`config.mk`:
```
export PLATFORM = sky130hd
export DESIGN_NAME = ngm_match_unit
export DESIGN_NICKNAME = d
export VERILOG_FILES = /design/src/ngm_match_unit.sv
export SDC_FILE = /design/constraint.sdc
export NUM_CORES = 1
export LEC_CHECK = 0
export BUFFER_PORTS_ARGS = -buffer_cell sky130_fd_sc_hd__buf_2
export CORE_AREA = 2 2 66 68
export DETAILED_ROUTE_END_ITERATION = 8
export DIE_AREA = 0 0 68 70
export GPL_TIMING_DRIVEN = 0
export PLACE_DENSITY = 0.73
export SLEW_MARGIN = 20
export SYNTH_ARGS = -nofsm -noshare
export SYNTH_HDL_FRONTEND = slang
export SYNTH_SLANG_ARGS = --single-unit
```
`constraint.sdc`:
```
create_clock -name vclk -period 1.5
set_input_delay 0.225 -clock vclk [all_inputs]
set_output_delay 0.225 -clock vclk [all_outputs]
set_load 0.1 [all_outputs]
```
`src/ngm_match_unit.sv`:
```
// ----------------------------------------------------------------------------
// ngm_match_unit
// compares one table row against a token sequence, flags the hit by length
// ----------------------------------------------------------------------------
module ngm_match_unit #(
  parameter int unsigned MAX_SPAN   = 4,
  parameter int unsigned TOKEN_BITS = 20,
  parameter int unsigned LEN_W      = 3
) (
  input  logic [MAX_SPAN-1:0][TOKEN_BITS-1:0] row_tokens_i,
  input  logic [LEN_W-1:0]                    row_len_i,
  input  logic [MAX_SPAN-1:0][TOKEN_BITS-1:0] seq_i,
  input  logic [LEN_W-1:0]                    lim_i,
  output logic [MAX_SPAN-1:0]                 hit_o
);

  logic prefix_ok;

  always_comb begin
    prefix_ok = 1'b1;
    for (int i = 0; i < MAX_SPAN; i++) begin
      if ((LEN_W'(i) < row_len_i) && (row_tokens_i[i] != seq_i[i])) begin
        prefix_ok = 1'b0;
      end
    end
    for (int l = 0; l < MAX_SPAN; l++) begin
      hit_o[l] = prefix_ok && (row_len_i == LEN_W'(l + 1)) && (LEN_W'(l + 1) <= lim_i);
    end
  end

endmodule

```
==> results of run 1 <==
==> cell families (layout without fill, tap and decap cells) <==
family | count (synthesis) | count (layout) | share of synthesized area
simple gates | 39 | 39 | 0.2713
buf+inv | 0 | 173 | 0
xor+xnor | 80 | 80 | 0.7235
compound gates | 1 | 1 | 0.005163
==> how the worst min path moves through the flow <==
stage	endpoint	slack, ns	cells past startpoint
6_report	hit_o[1]	0.82	3
5_1_grt	hit_o[0]	0.85	3
4_1_cts	hit_o[1]	0.83	3
3_5_place_dp	hit_o[0]	0.94	3
3_3_place_gp	hit_o[0]	0.93	3
2_1_floorplan	hit_o[0]	0.56	1
==> cells in the final DEF, fill, tap and decap left out <==
cell and instances:
a21oi_1 1, buf_12 3, buf_2 153, buf_4 2, buf_6 15, nand2_1 1, nand2_2 1, nand3_2 1
nand4_1 17, nand4b_1 1, nor2_1 2, nor3_1 1, nor3_2 4, nor3_4 3, nor4_1 5, nor4_2 1
nor4b_2 1, nor4b_4 1, xnor2_1 46, xnor2_2 14, xor2_1 20
==> power by group through the flow <==
stage / clock network [uW] / logic (uW) / registers, uW
after CTS: 0 / 485 / 0
final: 0 / 526 / 0
after detailed placement: 0 / 476 / 0
after floorplan: 0 / 204 / 0
after global routing: 0 / 578 / 0
after global placement: 0 / 466 / 0
==> worst max-delay path: cells and delay by family <==
family        cells  cell delay, ns
simple gates      4            0.69
xor+xnor          1            0.14
buf+inv           3            0.54
==> Yosys cell counts, drive strengths merged <==
master and n:
nor2 2, nand4b 1, nor4 6, xor2 20
nand4 17, nor3 8, nand2 2, nand3 1
a21oi 1, nor4b 2, xnor2 60
==> through the flow <==
step / cell area, um2 / setup slack (ns) / TNS, ns / utilization / cells
2_1_floorplan: 1023 / -0.7116 / -2.040 / - / 120
4_1_cts: 2029 / -0.3812 / -1.360 / 0.4897 / 344
3_3_place_gp: 1939 / -0.6585 / -2.251 / 0.4680 / 342
6_report: 2205 / -0.3291 / -1.164 / 0.5320 / 345
5_1_grt: 2205 / -0.4239 / -1.594 / 0.5320 / 345
3_5_place_dp: 1939 / -0.6582 / -2.280 / 0.4680 / 342
==> repair_timing <==
action,in CTS,in global routing
pin swaps,5,10
endpoints found under the setup margin,4,4
resized for setup,18,26
setup buffers,2,1
==> final cells by class <==
cell class / instances / area, um2 / share of cell area
multi-input combinational: 120 / 1130 / 0.5125
tap: 52 / 65.06 / 0.02951
timing repair buffer: 173 / 1010 / 0.4580
==> routing by layer <==
layer	part of all wire	up-vias
met5	0	-
met4	0.0034	0
met3	0.11	2
met2	0.57	84
met1	0.31	642
li1	-	769
==> reports/results.tsv, run 1 <==
metric	value	unit
Int Power	337.3	uW
Post-Syn Nets	286	
Initial Utilization	0.2337	
Die Y	70	um
final setup vio count	4	
# diodes	0	
P_leak	0.001082	uW
Flop pwr share	0	
half-perimeter wire length after placement	3454	um
Mean Syn Cell Area	8.070	um2
Vias	1497	
Layout clock buffers	0	
Synth top area share	0.5426	
GRT Total Usage	0.1369	
sequential element share of the synthesized area	0	
WL final	3781	um
Fillers	402	
number of max-cap violations	0	
startpoint type of the worst setup path	input port	
IO Count	170	
crit share post-route	1.219	
fmax	546.7	MHz
largest net degree at the start of global routing	5	
hold_ws	0.8228	ns
number of global-route vias before repair	1417	
Fin. Hold Viols	0	
Pre-antenna DRT Iters	3	
Post-Syn Area	968.4	um2
Critical Path End	hit_o[1]	
Die ar.	4760	um2
FP Rows	24	
synth top area cells	xnor2_1 (54%), xor2_1 (18%), nand4_1 (11%)	
crit-path most repeated cell	nand4_1	
gr ovfl total	0	
Die W	68	um
worst vdd ir	100.1	uV
Max stage delay on crit path	0.26	ns
Slew @ Worst Pin	0.3331	ns
worst hold start	row_len_i[2]	
layout cells sized above 1	0.6792	
Post-CTS Hold Buffers	0	
Post-Synthesis Cells	120	
synth warn	0	
register area	0	um2
GR Util met2	0.2923	
Layout Area Growth over Synthesis	127.6	%
Final #Nets	461	
crit path time final	1.829	ns
CP max-delay cell	buf_6	
Netlist cell types	12	
Clock power frac	0	
global routing usage on met1	0.1403	
antenna violation net count after detailed routing	0	
PortBufs	170	
Seq cells	0	
Crit. End Element	output pin	
CP cell instances	buf_2 -> xnor2_2 -> nand4_1 -> nor3_2 -> nand4_1 -> buf_4 -> nor4b_4 -> buf_6	
total power	526.4	uW
grt met3 use	0.01288	
DRC Markers	0	
Worst Path Max Fanout	2	
starting DRC count in detailed routing	20	
Core Area	4144	um2
GRT busiest layer	met2	
Final Max Slew Viols	0	
via/cell ratio	4.339	
fin worst setup slack	-0.3291	ns
Switching Fraction	0.3592	
Worst slew margin	0.7762	
status	finished with violations	
worst hold path class	input port to output pin	
P_sw	189.1	uW
Power per Cell Area	238.8	nW/um2
failing checks	setup timing	
Worst Path Required	1.27	ns
first-pass GRT wire length	5361	um
critical path arrival	1.60	ns
antenna violations before repair	0	
wire per inst	10.96	um
area leader, netlist	xnor2_1	
critical path class	input port to output pin	
worst setup path start	seq_i[31]	
Final GP Congestion	0.6678	
Comb power frac	1.000	
RSZ-0062 raised after global routing	yes	
(Power assumes the default switching activity.)
==> inputs of run 2 (changes only) <==
==> constraint.sdc (replaced) <==
create_clock -name vclk -period 2.3
set_input_delay 0.345 -clock vclk [all_inputs]
set_output_delay 0.345 -clock vclk [all_outputs]
set_load 0.1 [all_outputs]
==> run 2 against run 1 <==
  * The run now ends clean
  * Routed wire length shrank 6.9%
  * First-iteration DRC count is 65% lower
  * Setup slack gained 0.48 ns
  * Sequential cell count did not move
  * Total power shrank 43%
  * Global-route usage down 0.50 points
  * Highest routed layer is now met3
  * Non-clock buffer count decreased by 3
  * Worst hold slack gained 0.24 ns
  * Die area did not move
  * Design area is 13% lower
==> reports/results.tsv, run 2 (synthesized netlist as in run 1, its figures left out) <==
metric	value	unit
status	finished clean	
crit share post-route	0.9342	
antenna violations before repair	0	
half-perimeter wire length after placement	3404	um
gr ovfl total	0	
Die Y	70	um
Worst Path Required	1.96	ns
PortBufs	170	
RSZ-0062 raised after global routing	no	
Layout clock buffers	0	
GRT Total Usage	0.1319	
Layout Area Growth over Synthesis	98.06	%
startpoint type of the worst setup path	input port	
Final Util	0.4629	
Die W	68	um
Inst Count DP	342	
Final #Nets	458	
Seq cells	0	
setup TNS	0	ns
Clock power frac	0	
crit path time final	2.149	ns
P_sw	111.5	uW
number of max-cap violations	0	
worst hold start	row_len_i[2]	
# diodes	0	
layout cells sized above 1	0.6103	
Max stage delay on crit path	0.29	ns
Power per Cell Area	157.7	nW/um2
commonest cells after routing, fill and taps aside	buf_2 (166), xnor2_1 (60), xor2_1 (20)	
crit-path most repeated cell	nand4_1	
wire per inst	10.30	um
DRC Markers	0	
worst vdd ir	65.63	uV
Fillers	435	
Worst Path Buf+Inv	2	
worst setup path start	seq_i[1]	
critical path class	input port to output pin	
Int Power	191.0	uW
Worst Path Max Fanout	2	
Flop pwr share	0	
Final GP Congestion	0.6779	
critical path arrival	1.80	ns
antenna violation net count after detailed routing	0	
first-pass GRT wire length	5175	um
Comb power frac	1.000	
Core Area	4144	um2
Critical Path End	hit_o[1]	
final setup vio count	0	
WL final	3521	um
Fin. Hold Viols	0	
CP cell instances	buf_2 -> xnor2_1 -> nand4_1 -> nor3_1 -> nand4_1 -> nor4b_4 -> buf_6	
starting DRC count in detailed routing	7	
Crit. End Element	output pin	
largest net degree at the start of global routing	5	
commonest non-fill, non-tap cell in the layout	buf_2	
via/cell ratio	4.351	
Worst slew margin	0.7714	
Initial Utilization	0.2337	
fmax	465.4	MHz
Final Max Slew Viols	0	
Vias	1488	
FP Rows	24	
IO Count	170	
Switching Fraction	0.3685	
final non-filler cell total	342	
P_leak	0.0009295	uW
CP max-delay cell	nor4b_4	
Crit. path cell count	7	
CP top delay family	simple AND/OR/NAND/NOR gates	
Multi-input gate area	988.4	um2
Pre-antenna DRT Iters	3	
number of global-route vias before repair	1331	
Slew @ Worst Pin	0.3398	ns
register area	0	um2
worst hold path class	input port to output pin	
Die ar.	4760	um2
-- run 2: cell count changes in the layout (fill, tap and decap cells not counted), sizes merged --
cell / before / now
buf: 173 / 168
clkbuf: 0 / 2
-- run 2: final cells by class --
cell class | instances | share of cell area
Multi-Input combinational cell | 120 | 0.5153
Timing Repair Buffer | 170 | 0.4507
Tap cell | 52 | 0.03392
-- run 2: how the worst min path moves through the flow --
stage | endpoint | slack, ns | cells after the start
floorplan | hit_o[1] | 0.80 | 1
finish | hit_o[1] | 1.06 | 3
detailed placement | hit_o[0] | 1.16 | 3
CTS | hit_o[1] | 1.11 | 3
global placement | hit_o[0] | 1.16 | 3
global route | hit_o[1] | 1.08 | 3
-- run 2: power by group through the flow --
stage | Combinational (uW) | Sequential (uW) | Clock [uW]
4_1_cts | 307 | 0 | 0
3_5_place_dp | 306 | 0 | 0
2_1_floorplan | 130 | 0 | 0
3_3_place_gp | 299 | 0 | 0
6_report | 303 | 0 | 0
5_1_grt | 335 | 0 | 0
-- run 2: repair_timing --
item / CTS / global route
pin swaps: 0 / 1
resized for setup: 2 / 3
hold buffers: 0 / 0
endpoints found under the setup margin: 2 / 4
setup buffers: 0 / 0
gates cloned: 0 / 0
-- run 2: per-layer routing --
metal	part of all wire	wire length [um]	global-route usage	vias to the layer above
li1	-	-	-	762
met1	0.32	1141	0.1310	641
met2	0.55	1930	0.2869	85
met3	0.13	449	0.01449	0
met4	0	0	0	0
met5	0	0	0	-
-- run 2: through the flow --
stage	instance area [um2]	total power [uW]	setup slack (ns)	hold WS [ns]
global placement	1904	298.7	-0.07998	1.157
global route	1918	335.2	0.005393	1.080
detailed placement	1904	305.6	-0.06978	1.162
floorplan	988.4	129.7	-0.2503	0.8043
CTS	1909	307.5	0.05046	1.109
finish	1918	302.5	0.1514	1.063
==> inputs of run 3 (changes only) <==
==> constraint.sdc (replaced) <==
create_clock -name vclk -period 2.45
set_input_delay 0.3675 -clock vclk [all_inputs]
set_output_delay 0.3675 -clock vclk [all_outputs]
set_load 0.1 [all_outputs]
==> run 3 against run 2 <==
  * Setup slack improved by 0.068 ns
  * Total power down 5.5%
  * Highest routed layer is now met4
  * Sequential share of layout area unchanged
  * Sequential cell count is the same
  * Via count down 0.40%
  * Design area fell by 0.13%
  * Critical path depth is the same
==> reports/results.tsv, run 3 (synthesized netlist as in run 1, its figures left out) <==
metric	value	unit
IO Count	170	
Pre-antenna DRT Iters	2	
Final GP Congestion	0.7241	
fmax	448.2	MHz
Worst slew margin	0.6612	
Final #Nets	458	
RSZ-0062 raised after global routing	no	
Die ar.	4760	um2
startpoint type of the worst setup path	input port	
half-perimeter wire length after placement	3474	um
antenna violations before repair	0	
Layout Area Growth over Synthesis	97.80	%
worst setup path start	seq_i[1]	
fin worst setup slack	0.2191	ns
Initial Utilization	0.2337	
CP max-delay cell	buf_2	
P_leak	0.0009323	uW
Die W	68	um
commonest cells after routing, fill and taps aside	buf_2 (168), xnor2_1 (60), xor2_1 (20)	
worst vdd ir	58.18	uV
hold_ws	1.145	ns
Layout clock buffers	0	
critical path arrival	1.86	ns
number of global-route vias before repair	1383	
critical path class	input port to output pin	
commonest non-fill, non-tap cell in the layout	buf_2	
Crit. End Element	output pin	
crit share post-route	0.9106	
WL final	3595	um
Fillers	440	
Fin. Hold Viols	0	
number of max-cap violations	0	
largest net degree at the start of global routing	5	
Worst Path Required	2.08	ns
Power per Cell Area	149.2	nW/um2
Final Max Slew Viols	0	
total power	285.8	uW
setup TNS	0	ns
via/cell ratio	4.333	
layout cells sized above 1	0.6103	
Seq cells	0	
Slew @ Worst Pin	0.5117	ns
Worst Path Max Fanout	2	
first-pass GRT wire length	5354	um
Post-CTS Hold Buffers	0	
Inst Count DP	342	
Vias	1482	
FP Rows	24	
antenna violation net count after detailed routing	0	
crit path time final	2.231	ns
Core Area	4144	um2
PortBufs	170	
Die Y	70	um
DP Worst Slack	0.06065	ns
Setup Fix Bufs, Post-CTS	0	
Worst Path Buf+Inv	2	
# diodes	0	
wire per inst	10.51	um
final non-filler cell total	342	
final setup vio count	0	
gr ovfl total	0	
CP cell instances	buf_2 -> xnor2_1 -> nand4_1 -> nor4b_2 -> nand2_1 -> nor3_4 -> buf_2	
register area	0	um2
PostCTS Resize Cnt	0	
starting DRC count in detailed routing	6	
status	finished clean	
Max stage delay on crit path	0.45	ns
DRC Markers	0	
GRT Total Usage	0.1377	
worst hold path class	input port to output pin	
CP top delay family	simple AND/OR/NAND/NOR gates	
worst hold start	row_len_i[2]	
crit-path most repeated cell	buf_2	
[run 3: final timing paths]
| check | end | slack (ns) | cells after the start |
|---|---|---|---|
| hold / removal | hit_o[1] | 1.15 | 3 |
| setup / recovery | hit_o[2] | 0.22 | 7 |
[run 3: power breakdown]
part           total, uW  internal, uW  switching [uW]
Combinational        286           179             106
Clock                  0             0               0
Sequential             0             0               0
Total                286           179             106
[run 3: per-stage QoR]
step / util / area (um2)
after floorplan: - / 994.7
after global placement: 0.4611 / 1911
after detailed placement: 0.4611 / 1911
after CTS: 0.4611 / 1911
after global routing: 0.4623 / 1916
final: 0.4623 / 1916
[run 3: cell type report]
class,count,area [um2],area share
Multi-Input combinational cell,120,994.7,0.5193
Tap cell,52,65.06,0.03396
Timing Repair Buffer,170,855.8,0.4468
[run 3: layer usage]
| metal | share of wire | wire [um] | track usage |
|---|---|---|---|
| met1 | 0.34 | 1226 | 0.1369 |
| met2 | 0.53 | 1911 | 0.2848 |
| met3 | 0.12 | 444 | 0.02899 |
| met4 | 0.0033 | 12 | 0.01111 |
| met5 | 0 | 0 | 0 |
